`src/rtl/assert_macros.svh`:
```
// Assertion helpers shared by the RTL. Define ASSERT_OFF to drop them.
`ifndef ASSERT_MACROS_SVH
`define ASSERT_MACROS_SVH
`ifndef ASSERT_OFF
`define ASSERT_CHK(lbl, clk, rst, prop, msg) \
  lbl: assert property (@(posedge clk) disable iff (rst) (prop)) else $error(msg);
`define ASSERT_IMP(lbl, clk, rst, ante, cons, msg) \
  lbl: assert property (@(posedge clk) disable iff (rst) (ante) |-> (cons)) else $error(msg);
`else
`define ASSERT_CHK(lbl, clk, rst, prop, msg)
`define ASSERT_IMP(lbl, clk, rst, ante, cons, msg)
`endif
`endif

```
`src/rtl/orpc_pkg.sv`:
```
`default_nettype none
package orpc_pkg;

  localparam int MAX_CLUSTERS_DEF = 32;
  localparam int MAX_REPORT_DEF   = 8;

  localparam int CW   = 24;  // Q8.16 centroid
  localparam int PW   = 16;  // Q8.8 coordinate
  localparam int HW   = 16;  // hit count
  localparam int RADW = 15;
  localparam int RCW  = 4;
  localparam int CFGW = 16;
  localparam int RAMW = 2 * CW + HW;

  localparam logic [1:0] ACT_ADD    = 2'd0;
  localparam logic [1:0] ACT_CLEAR  = 2'd1;
  localparam logic [1:0] ACT_REPORT = 2'd2;

  localparam logic [2:0] EV_MERGED  = 3'd0;
  localparam logic [2:0] EV_NEW     = 3'd1;
  localparam logic [2:0] EV_DROPPED = 3'd2;
  localparam logic [2:0] EV_CLEARED = 3'd3;
  localparam logic [2:0] EV_ENTRY   = 3'd4;
  localparam logic [2:0] EV_EMPTY   = 3'd5;

  localparam logic [1:0] REG_RADIUS       = 2'd0;
  localparam logic [1:0] REG_MIN_HITS     = 2'd1;
  localparam logic [1:0] REG_REPORT_COUNT = 2'd2;

  localparam logic [1:0] SEL_NONE  = 2'd0;
  localparam logic [1:0] SEL_MERGE = 2'd1;
  localparam logic [1:0] SEL_NEW   = 2'd2;
  localparam logic [1:0] SEL_PEND  = 2'd3;

  localparam logic [RADW-1:0] RADIUS_RST = 15'd128;
  localparam logic [HW-1:0]   MIN_HITS_RST = 16'd5;
  localparam logic [RCW-1:0]  REPORT_COUNT_RST = 4'd4;
  localparam logic [HW-1:0]   HITS_MAX = 16'hFFFF;

  // divide by 100: floor(v * RECIP >> 32), off by at most one
  localparam logic [25:0] RECIP      = 26'd42949672;
  localparam int          RECIP_SH   = 32;
  localparam logic [6:0]  BLEND_DIV  = 7'd100;
  localparam logic [5:0]  BLEND_BIAS = 6'd50;

  typedef struct packed {
    logic       load;
    logic       scan_start;
    logic       scan_add;
    logic       scan_rep;
    logic       rep_init;
    logic       take;
    logic       wr_merge;
    logic       wr_new;
    logic       clear;
    logic       emit;
    logic [1:0] emit_sel;
    logic [2:0] ev;
    logic       last;
  } cmd_t;

  typedef struct packed {
    logic scan_done;
    logic match;
    logic full;
    logic best_v;
    logic pend_v;
    logic last_take;
    logic limit_zero;
  } stat_t;

  // Q8.16 -> Q8.8, round half up, saturate at the top
  function automatic logic signed [PW-1:0] to_q88(input logic signed [CW-1:0] c);
    logic signed [CW:0] s;
    s = {c[CW-1], c} + 25'sd128;
    if (!s[CW] && s[CW-1]) to_q88 = 16'sh7FFF;
    else to_q88 = s[CW-1:8];
  endfunction

endpackage
`default_nettype wire

```
`src/rtl/orpc_ctrl.sv`:
```
`default_nettype none
`include "assert_macros.svh"
module orpc_ctrl (
  input  wire              clk,
  input  wire              rst,
  input  wire              start,
  input  wire [1:0]        action,
  input  orpc_pkg::stat_t  stat,
  output logic             busy,
  output orpc_pkg::cmd_t   cmd
);
  localparam logic [3:0] S_IDLE  = 4'd0;
  localparam logic [3:0] S_ASCAN = 4'd1;
  localparam logic [3:0] S_B1    = 4'd2;
  localparam logic [3:0] S_B2    = 4'd3;
  localparam logic [3:0] S_B3    = 4'd4;
  localparam logic [3:0] S_WR    = 4'd5;
  localparam logic [3:0] S_RSCAN = 4'd6;
  localparam logic [3:0] S_RDONE = 4'd7;
  localparam logic [3:0] S_RFIN  = 4'd8;

  logic [3:0] state, state_next;

  assign busy = (state != S_IDLE);

  always_comb begin
    state_next = state;
    cmd = '0;
    cmd.emit_sel = orpc_pkg::SEL_NONE;
    case (state)
      S_IDLE: begin
        if (start) begin
          cmd.load = 1'b1;
          case (action)
            orpc_pkg::ACT_ADD: begin
              cmd.scan_start = 1'b1;
              state_next = S_ASCAN;
            end
            orpc_pkg::ACT_CLEAR: begin
              cmd.clear = 1'b1;
              cmd.emit = 1'b1; cmd.ev = orpc_pkg::EV_CLEARED; cmd.last = 1'b1;
            end
            orpc_pkg::ACT_REPORT: begin
              if (stat.limit_zero) begin
                cmd.emit = 1'b1; cmd.ev = orpc_pkg::EV_EMPTY; cmd.last = 1'b1;
              end else begin
                cmd.rep_init = 1'b1;
                cmd.scan_start = 1'b1;
                state_next = S_RSCAN;
              end
            end
            default: ;
          endcase
        end
      end
      S_ASCAN: begin
        cmd.scan_add = 1'b1;
        if (stat.scan_done) begin
          if (stat.match) begin
            state_next = S_B1;
          end else if (stat.full) begin
            cmd.emit = 1'b1; cmd.ev = orpc_pkg::EV_DROPPED; cmd.last = 1'b1;
            state_next = S_IDLE;
          end else begin
            cmd.wr_new = 1'b1;
            cmd.emit = 1'b1; cmd.emit_sel = orpc_pkg::SEL_NEW;
            cmd.ev = orpc_pkg::EV_NEW; cmd.last = 1'b1;
            state_next = S_IDLE;
          end
        end
      end
      S_B1: state_next = S_B2;
      S_B2: state_next = S_B3;
      S_B3: state_next = S_WR;
      S_WR: begin
        cmd.wr_merge = 1'b1;
        cmd.emit = 1'b1; cmd.emit_sel = orpc_pkg::SEL_MERGE;
        cmd.ev = orpc_pkg::EV_MERGED; cmd.last = 1'b1;
        state_next = S_IDLE;
      end
      S_RSCAN: begin
        cmd.scan_rep = 1'b1;
        if (stat.scan_done) state_next = S_RDONE;
      end
      S_RDONE: begin
        cmd.ev = orpc_pkg::EV_ENTRY;
        if (stat.best_v) begin
          // previous pick goes out now that another one follows it
          cmd.emit = stat.pend_v;
          cmd.emit_sel = orpc_pkg::SEL_PEND;
          cmd.take = 1'b1;
          if (stat.last_take) begin
            state_next = S_RFIN;
          end else begin
            cmd.scan_start = 1'b1;
            state_next = S_RSCAN;
          end
        end else begin
          cmd.emit = 1'b1; cmd.last = 1'b1;
          if (stat.pend_v) cmd.emit_sel = orpc_pkg::SEL_PEND;
          else cmd.ev = orpc_pkg::EV_EMPTY;
          state_next = S_IDLE;
        end
      end
      S_RFIN: begin
        cmd.emit = 1'b1; cmd.emit_sel = orpc_pkg::SEL_PEND;
        cmd.ev = orpc_pkg::EV_ENTRY; cmd.last = 1'b1;
        state_next = S_IDLE;
      end
      default: state_next = S_IDLE;
    endcase
  end

  always_ff @(posedge clk) begin
    if (rst) begin
      state <= S_IDLE;
    end else begin
      state <= state_next;
    end
  end

  `ASSERT_IMP(a_idle_quiet, clk, rst, state == S_IDLE, !cmd.scan_add && !cmd.scan_rep, "scan in idle")
  `ASSERT_IMP(a_last_ends, clk, rst, cmd.emit && cmd.last, state_next == S_IDLE, "last but busy")
  `ASSERT_IMP(a_blend_entry, clk, rst, state == S_B1, $past(state) == S_ASCAN, "blend without scan")

endmodule
`default_nettype wire
```
`config.mk`:
```
export PLATFORM = sky130hd
export DESIGN_NAME = orpc_ctrl
export DESIGN_NICKNAME = d
export VERILOG_FILES = /design/src/rtl/orpc_pkg.sv /design/src/rtl/orpc_ctrl.sv
export VERILOG_INCLUDE_DIRS = /design/src /design/src/rtl
export SDC_FILE = /design/constraint.sdc
export NUM_CORES = 1
export LEC_CHECK = 0
export ABC_AREA = 0
export BUFFER_PORTS_ARGS = -buffer_cell sky130_fd_sc_hd__buf_2
export CAP_MARGIN = 20
export CORE_MARGIN = 2
export CORE_UTILIZATION = 40
export CTS_CLUSTER_SIZE = 30
export DETAILED_ROUTE_END_ITERATION = 12
export GPL_TIMING_DRIVEN = 0
export PLACE_DENSITY = 0.74
export RECOVER_POWER = 25
export SETUP_SLACK_MARGIN = 0.05
export SYNTH_ARGS = -nofsm -noshare
export SYNTH_HDL_FRONTEND = slang
export SYNTH_SLANG_ARGS = --single-unit
```
`constraint.sdc`:
```
create_clock -name clk -period 1.4 [get_ports clk]
set_input_delay 0.21 -clock clk [delete_from_list [all_inputs] [get_ports clk]]
set_output_delay 0.21 -clock clk [all_outputs]
set_load 0.005 [all_outputs]
```
==> impl_metrics.tcl, run 1 <==
set metrics [dict create \
    grt_use_total_pct 20.1 \
    die_w_um 42.5 \
    drive_gt1_share_pct 60.0 \
    grt_pass1_wl_um 2840 \
    hold_viol 0 \
    synth_cell_types 37 \
    area_growth_pct 76.2 \
    clkPwrFrac_pct 24.9 \
    worst_slew_pin_slew_ns 0.334 \
    multi_input_area_sq_um 533 \
    clock.fmax_ghz 0.588 \
    start_util_pct 43.9 \
    synth_seq_cells 4 \
    timing.final.ws_setup_ns -0.300 \
    synth_ff_type "dfxtp_1" \
    coreArea_sq_um 1350 \
    synth_fa_ha_area_share_pct 8.44 \
    worstHoldStart "rst" \
    cp_data_arrival_time_ns 1.49 \
    clock_latency_ns 0.24 \
    path_clk_slew_ns 0.04 \
    netlist_area_sq_um 593 \
    swShare_pct 34.0 \
    cp-startpoint "state[1]" \
    period_minus_slack_ns 1.70 \
    p_int_w 0.000389 \
    cts_made_buffers 3 \
    cts_tree "done" \
    htree_levels 1 \
    synth-simple-area-share_pct 43.0 \
    rsz0062_at_grt "yes" \
    syn_area_per_cell_sq_um 7.51 \
    yosys.area_share.xor_xnor_pct 0 \
    ctsRootBufferMaster "clkbuf_4" \
    rrSetupSlack_ns -0.10 \
    num_rows 13 \
    viasPerCell 5.49 \
    min_path_type "in -> reg" \
    drt-pass1-iter-count 4 \
    antenna_cells 0 \
    largest_register_ffs 4 \
    io_buffers 28 \
    violations "setup timing" \
    netlist_instances 79 \
    dp_hpwl_um 1260 \
    finalSetupViolations 18 \
    p_leak_nw 0.570 \
    instances_no_fill 140 \
    path_max_fanout 6 \
    power_frac_seq_pct 21.8 \
    fin_crit_sh_pct 121 \
    synth-edff-count 0 \
    cp-start-kind "flop" \
    layout.nets 143 \
    drt.antenna.violating_nets 0 \
    synthMuxAreaShare_pct 0 \
    yosysWarnings 0 \
    regArea_sq_um 87.6 \
    dr.first_iter.drc_count 20 \
    p_sw_w 0.000201 \
    maxCapViolCount 0 \
    wire_per_inst_um 14.2 \
    peakVddDrop_mv 0.325 \
    die_y_um 42.5 \
    io_pins 29 \
    antenna_found_initial 0 \
    yosysSeqAreaShare_pct 13.5 \
    drcViolationCount 0 \
    grt_max_degree 11 \
    cp.required_ns 1.19 \
    drv_slew 0 \
    hold_buffers 0 \
    synth_top_family_by_area "simple AND/OR/NAND/NOR gates" \
    top_regs "state (4)" \
    synth-async-reset-ratio_pct 0 \
    p_per_area_nw_per_um2 565 \
    status "finished with violations" \
    clock_sinks 4 \
    fill_cells 101 \
    critical_path_class "reg -> out" \
    num_vias 768 \
    grt_pass1_vias 700 \
    regMostFlops "state" \
    slew_headroom_pct 77.7 \
    synth_compound_area_share_pct 23.2 \
    place_inst 122 \
    syn_nets 95 \
    ctsLongestPathBuffers 2 \
    timing.hold.ws_ns 0.188 \
    clock_skew_ns 0.00259 \
    setup_tns_ns -3.41 \
    gp_congestion 0.860 \
    grt-ovfl-total 0 \
    die-area_sq_um 1810 \
    r2r-start "state[1]" \
    routed_wl_um 1990 \
    end_kind "primary output" \
    power_frac_comb_pct 53.3 \
]
power by group through the flow:
| stage | clock network [W] | registers [W] | logic, W |
|---|---|---|---|
| after floorplan | 0 | 0.000127 | 0.000125 |
| after detailed placement | 0 | 0.000128 | 0.000196 |
| final | 0.000147 | 0.000129 | 0.000314 |
| after global routing | 0.000156 | 0.000129 | 0.000334 |
| after CTS | 0.000143 | 0.000127 | 0.000282 |
| after global placement | 0 | 0.000127 | 0.000191 |
cell type report:
cell class | instances | share of cell area, %
Clock buffer | 3 | 2.16
Buffer | 4 | 3.71
Tap cell | 15 | 1.80
Inverter | 9 | 3.47
Timing Repair Buffer | 44 | 29.5
Multi-Input combinational cell | 61 | 51.0
Sequential cell | 4 | 8.38
repair_timing:
item,in CTS,in global routing
gates resized for setup,28,13
cloned,0,0
buffers inserted,13,4
endpoints found under the setup margin,19,20
pin swaps,12,4
endpoints found under the hold margin,0,0
synth_stat cells (2+ instances only):
library cell  count  area share, %
nor2_1            6            3.8
a211o_1           2            3.0
o21ai_1           5            4.2
buf_4             2            2.5
ha_1              4            8.4
nand2b_1          4            4.2
a31oi_1           2            2.1
nor3_1            2            1.7
buf_2             2            1.7
inv_1             8            5.1
a21oi_1           3            2.5
nand2_1           8            5.1
o211ai_1          2            2.5
o21a_1            2            2.5
dfxtp_1           4             14
nor2b_1           2            2.1
worst max-delay path, stage by stage, from the launching register on:
cell      delay (ns)
dfxtp_2         0.31
buf_6           0.13
and4b_1         0.18
clkbuf_2        0.16
a311o_1         0.35
buf_2           0.13
routing by layer:
| metal | share of wire (%) | up-vias | GRT usage [%] | routed length [um] |
|---|---|---|---|---|
| met4 | 2.8 | 0 | 9.38 | 55 |
| met2 | 54 | 35 | 39.4 | 1080 |
| met5 | 0 | - | 0 | 0 |
| met1 | 38 | 357 | 21.9 | 753 |
| met3 | 5.1 | 6 | 0 | 101 |
| li1 | - | 370 | - | - |
cells by family after synthesis:
logic type	Yosys count
AO/OA/AOI/OAI	21
adder cells (fa/ha/maj)	4
AND/OR/NAND/NOR	36
flip-flops	4
buffers and inverters	14
metrics by stage:
stage,instance area [sq um],utilization (%),power [W],worst slack (ns)
4_1_cts,991,73.4,0.000552,-0.308
3_5_place_dp,764,56.6,0.000324,-0.176
2_1_floorplan,606,-,0.000251,0.0317
5_1_grt,1040,77.4,0.000619,-0.366
6_report,1040,77.4,0.000590,-0.300
3_3_place_gp,764,56.6,0.000319,-0.155
worst paths after layout:
kind | endpoint | cells after the start
min reg2reg | state[0] | 3
max | cmd[3] | 5
max reg2reg | state[2] | 7
min | state[3] | 2
cells in the final DEF, fill, tap and decap left out, types with 2 or more instances in the layout:
cell / n
buf_2: 24
buf_6: 13
buf_4: 10
nand2_1: 7
inv_1: 6
nor2_1: 5
o21ai_1: 5
nand2b_1: 4
ha_1: 4
a21oi_1: 3
clkbuf_4: 3
dfxtp_2: 3
nand2_4: 2
nor2b_1: 2
a211o_1: 2
inv_2: 2
o211ai_1: 2
a31oi_1: 2
o21a_1: 2
Note: power is estimated with default switching activity, not from simulation.
==> run 2: changes to the inputs <==
--- a/config.mk
+++ b/config.mk
@@ -10,11 +10,12 @@
 export BUFFER_PORTS_ARGS = -buffer_cell sky130_fd_sc_hd__buf_2
 export CAP_MARGIN = 20
 export CORE_MARGIN = 2
-export CORE_UTILIZATION = 40
-export CTS_CLUSTER_SIZE = 30
+export CORE_UTILIZATION = 42
+export CTS_BUF_LIST = sky130_fd_sc_hd__clkbuf_2
+export CTS_CLUSTER_SIZE = 28
 export DETAILED_ROUTE_END_ITERATION = 12
 export GPL_TIMING_DRIVEN = 0
-export PLACE_DENSITY = 0.74
+export PLACE_DENSITY = 0.77
 export RECOVER_POWER = 25
 export SETUP_SLACK_MARGIN = 0.05
 export SYNTH_ARGS = -nofsm -noshare
==> run 2 against run 1 <==
The run still ends with setup timing left; fmax decreased by 5.0%; global-route usage increased by 0.20 points; first-iteration DRC count decreased by 35%; die area decreased by 4.3%; clock-buffer cell count unchanged; non-clock buffer count decreased by 1; worst hold slack got worse by 0.00088 ns; critical path depth unchanged; core utilization decreased by 0.18 points; sequential power about the same; clock skew increased by 0.0079 ns; combinational power decreased by 9.6%; critical endpoint is now cmd[1].
==> impl_metrics.tcl, run 2 (synthesis results as in run 1) <==
set metrics [dict create \
    status "finished with violations" \
    violations "setup timing" \
    p_sw_w 0.000197 \
    grt-ovfl-total 0 \
    cp_data_arrival_time_ns 1.58 \
    rsz0062_at_grt "yes" \
    cp.required_ns 1.19 \
    top_regs "state (4)" \
    clkPwrFrac_pct 21.8 \
    ctsRootBufferMaster "clkbuf_2" \
    grt_use_total_pct 20.3 \
    min_path_type "in -> reg" \
    finalSetupViolations 18 \
    clock.fmax_ghz 0.559 \
    routed_wl_um 2030 \
    cts_tree "done" \
    drive_gt1_share_pct 60.5 \
    area_growth_pct 71.5 \
    multi_input_area_sq_um 529 \
    die-area_sq_um 1730 \
    io_buffers 28 \
    ctsLongestPathBuffers 2 \
    reg2reg_to "state[1]" \
    power_frac_seq_pct 24.4 \
    path_depth 5 \
    fill_cells 102 \
    wire_per_inst_um 14.6 \
    coreArea_sq_um 1320 \
    cts_made_buffers 3 \
    num_rows 13 \
    swShare_pct 37.3 \
    dp_hpwl_um 1140 \
    cp-startpoint "state[3]" \
    fin_crit_sh_pct 128 \
    layout.nets 142 \
    gp_congestion 0.852 \
    dr_wl_met3_um 72 \
    mostFrequentLayoutCells "buf_2 (26), buf_6 (12), buf_4 (9), nand2_1 (7)" \
    drcViolationCount 0 \
    path_max_fanout 5 \
    end_kind "primary output" \
    p_int_w 0.000331 \
    drt-pass1-iter-count 4 \
    die_y_um 41.6 \
    antenna_cells 0 \
    drv_slew 0 \
    io_pins 29 \
    cp_cell_sequence "buf_6 -> nor4b_4 -> nand3b_4 -> o211ai_1 -> buf_2" \
    endpoint "cmd[1]" \
    final_common_cell "buf_2" \
    period_minus_slack_ns 1.79 \
    largest_register_ffs 4 \
    r2r-start "state[3]" \
    crit_buf_inv 2 \
    grt_pass1_vias 684 \
    num_vias 785 \
    htree_levels 1 \
    clock_sinks 4 \
    hold_viol 0 \
    power_frac_comb_pct 53.8 \
    grt_max_degree 11 \
    crit_family "simple AND/OR/NAND/NOR gates" \
    path_clk_slew_ns 0.05 \
    critical_path_class "reg -> out" \
    die_w_um 41.6 \
    routed.top_layer "met4" \
    total_power_w 0.000527 \
    dr.first_iter.drc_count 13 \
    timing.hold.ws_ns 0.187 \
    critPathSlowestCell "nor4b_4" \
    hold_buffers 0 \
    p_leak_nw 0.558 \
    antenna_found_initial 0 \
    p_per_area_nw_per_um2 518 \
    rr_worst_depth 7 \
    clock_latency_ns 0.23 \
    drt.antenna.violating_nets 0 \
    regMostFlops "state" \
    maxCapViolCount 0 \
    slowest_delay_ns 0.36 \
    start_util_pct 45.0 \
    rrSetupSlack_ns -0.04 \
    clock_skew_ns 0.0105 \
    regArea_sq_um 87.6 \
    worst_slew_pin_slew_ns 0.351 \
    viasPerCell 5.65 \
    grt_pass1_wl_um 2750 \
    cp-start-kind "flop" \
    wl_met2_um 1030 \
    peakVddDrop_mv 0.278 \
    wl_met1_um 811 \
    timing.final.ws_setup_ns -0.390 \
    slew_headroom_pct 76.4 \
]
-- run 2: layout make-up --
cell class	count	share of cell area [%]
Timing Repair Buffer	43	28.3
Inverter	9	3.32
Clock buffer	3	1.48
Buffer	4	4.43
Tap cell	15	1.85
Sequential cell	4	8.61
Multi-Input combinational cell	61	52.0
-- run 2: worst reg2reg max path, stage by stage (launching register included) --
cell and delay (ns):
dfxtp_2 0.32, buf_6 0.12, nor4_4 0.33, buf_4 0.19, buf_6 0.09, a32oi_2 0.06
o21a_1 0.13, o21ai_1 0.10
-- run 2: power groups by stage --
| stage | combinational [W] | clock, W | sequential, W |
|---|---|---|---|
| global route | 0.000304 | 0.000119 | 0.000129 |
| CTS | 0.000241 | 0.000113 | 0.000127 |
| floorplan | 0.000125 | 0 | 0.000127 |
| detailed placement | 0.000192 | 0 | 0.000127 |
| global placement | 0.000190 | 0 | 0.000127 |
| finish | 0.000284 | 0.000115 | 0.000129 |
-- run 2: layer usage --
metal  vias up  track usage (%)
met1       380             22.2
met5         -                0
met4         0             15.5
met3        11            0.870
li1        367                -
met2        27             36.3
-- run 2: worst min path at each step --
stage / to / start / slack, ns / cells after the start
after floorplan: state[3] / rst / 0.29 / 1
after global placement: state[3] / rst / 0.42 / 2
after detailed placement: state[3] / rst / 0.42 / 2
after CTS: state[3] / rst / 0.18 / 2
after global routing: state[3] / rst / 0.18 / 2
final: state[3] / rst / 0.19 / 2
-- run 2: metrics by stage --
| step | instances | utilization (%) | worst slack, ns | cell area, sq um | setup TNS (ns) |
|---|---|---|---|---|---|
| 4_1_cts | 135 | 69.3 | -0.342 | 913 | -3.51 |
| 5_1_grt | 139 | 77.2 | -0.417 | 1020 | -4.20 |
| 2_1_floorplan | 79 | - | 0.0317 | 606 | 0 |
| 3_3_place_gp | 122 | 58.0 | -0.140 | 764 | -0.668 |
| 6_report | 139 | 77.2 | -0.390 | 1020 | -3.32 |
| 3_5_place_dp | 122 | 58.0 | -0.148 | 764 | -0.730 |
-- run 2: timing repair --
| item | 4_1_cts | 5_1_grt |
|---|---|---|
| setup buffers | 10 | 6 |
| pin swaps | 11 | 8 |
| endpoints found under the setup margin | 17 | 20 |
| resized for setup | 16 | 20 |
==> run 3: changes to the inputs <==
--- a/config.mk
+++ b/config.mk
@@ -17,7 +17,7 @@
 export GPL_TIMING_DRIVEN = 0
 export PLACE_DENSITY = 0.77
 export RECOVER_POWER = 25
-export SETUP_SLACK_MARGIN = 0.05
+export SETUP_SLACK_MARGIN = 0.02
 export SYNTH_ARGS = -nofsm -noshare
 export SYNTH_HDL_FRONTEND = slang
 export SYNTH_SLANG_ARGS = --single-unit
==> run 3 against run 2 <==
Global-route usage grew 0.72 points; wire length shrank 1.7%; the flow still finishes with violations (setup timing); final cell count shrank 0.72%; clock skew shrank 0.0093 ns; critical path type unchanged.
==> impl_metrics.tcl, run 3 (synthesis results as in run 1) <==
set metrics [dict create \
    cts_made_buffers 3 \
    end_kind "primary output" \
    fin_crit_sh_pct 124 \
    grt_use_total_pct 21.0 \
    finalSetupViolations 18 \
    path_clk_slew_ns 0.04 \
    setup_tns_ns -3.25 \
    die_w_um 41.6 \
    ctsRootBufferMaster "clkbuf_2" \
    grt_pass1_wl_um 2840 \
    fin_area_sq_um 1010 \
    status "finished with violations" \
    io_pins 29 \
    gp_congestion 0.893 \
    viasPerCell 5.58 \
    routed_wl_um 1990 \
    cts_tree "done" \
    grt_pass1_vias 667 \
    wire_per_inst_um 14.4 \
    io_buffers 28 \
    num_vias 770 \
    period_minus_slack_ns 1.74 \
    final_common_cell "buf_2" \
    grt-ovfl-total 0 \
    path_max_fanout 4 \
    wl_met2_um 1000 \
    clock_latency_ns 0.20 \
    regMostFlops "state" \
    place_area_sq_um 752 \
    grt_max_degree 11 \
    die_y_um 41.6 \
    peakVddDrop_mv 0.285 \
    clock_sinks 4 \
    ctsLongestPathBuffers 2 \
    dp_hpwl_um 1180 \
    maxCapViolCount 0 \
    drv_slew 0 \
    slew_headroom_pct 78.7 \
    hold_viol 0 \
    htree_levels 1 \
    top_regs "state (4)" \
    dr_wl_met3_um 76 \
    dp_slack_ns -0.190 \
    post-route-util_pct 76.7 \
    num_rows 13 \
    violations "setup timing" \
    drcViolationCount 0 \
    wl_met1_um 812 \
    drive_gt1_share_pct 58.5 \
    clock.fmax_ghz 0.575 \
    worst_slew_pin_slew_ns 0.318 \
    p_per_area_nw_per_um2 500 \
    cp_data_arrival_time_ns 1.53 \
    min_path_type "in -> reg" \
    routed.top_layer "met4" \
    drt.antenna.violating_nets 0 \
    coreArea_sq_um 1320 \
    area_growth_pct 70.5 \
    antenna_found_initial 0 \
    timing.final.ws_setup_ns -0.340 \
    drt-pass1-iter-count 4 \
    critical_path_class "reg -> out" \
    cp.required_ns 1.19 \
    rsz0062_at_grt "yes" \
    cp-start-kind "flop" \
    dr.first_iter.drc_count 18 \
    largest_register_ffs 4 \
    die-area_sq_um 1730 \
    start_util_pct 45.0 \
    mostFrequentLayoutCells "buf_2 (25), buf_4 (12), buf_6 (8), nand2_1 (7), inv_1 (6)" \
    layout.nets 141 \
    antenna_cells 0 \
    clock_skew_ns 0.00117 \
    p_leak_nw 0.552 \
]
[run 3: area by class of cell]
| type | count | area [sq um] |
|---|---|---|
| inverter | 9 | 33.8 |
| sequential | 4 | 87.6 |
| multi-input combinational | 61 | 531 |
| clock buffer | 3 | 15.0 |
| fill | 88 | 307 |
| timing repair buffer | 43 | 295 |
| buffer | 3 | 30.0 |
| tap | 15 | 18.8 |
[run 3: worst paths after layout]
kind	end	startpoint	slack [ns]	cells past startpoint
setup / recovery	cmd[3]	state[3]	-0.34	7
hold / removal	state[3]	rst	0.23	2
setup reg to reg	state[2]	state[2]	-0.04	6
hold reg to reg	state[0]	state[1]	0.73	4
[run 3: report_power, final]
group          switching [W]  internal, W
Sequential         0.0000116     0.000120
Clock              0.0000430    0.0000576
Combinational       0.000128     0.000145
[run 3: metal layers]
| layer | vias to the layer above | global-route usage, % |
|---|---|---|
| met1 | 362 | 24.0 |
| met2 | 31 | 35.9 |
| met4 | 0 | 18.1 |
| met5 | - | 0 |
| li1 | 367 | - |
| met3 | 10 | 0 |
[run 3: timing repair]
action                     CTS  global route
hold buffers                 0             0
buffers inserted            10             8
setup endpoints to repair   18            20
pin swaps                   10            10
resized for setup           18            19
[run 3: through the flow]
stage / hold WS, ns / cells / total power [W]
floorplan: 0.287 / 79 / 0.000248
global route: 0.216 / 138 / 0.000533
global placement: 0.421 / 122 / 0.000313
finish: 0.226 / 138 / 0.000505
CTS: 0.193 / 135 / 0.000474
detailed placement: 0.413 / 122 / 0.000318
[run 3: critical path: stages, from the launching register on]
cell     delay (ns)
dfxtp_2        0.32
buf_6          0.13
nor4_4         0.28
buf_4          0.19
nand2_2        0.08
inv_2          0.07
a311o_1        0.16
buf_2          0.11
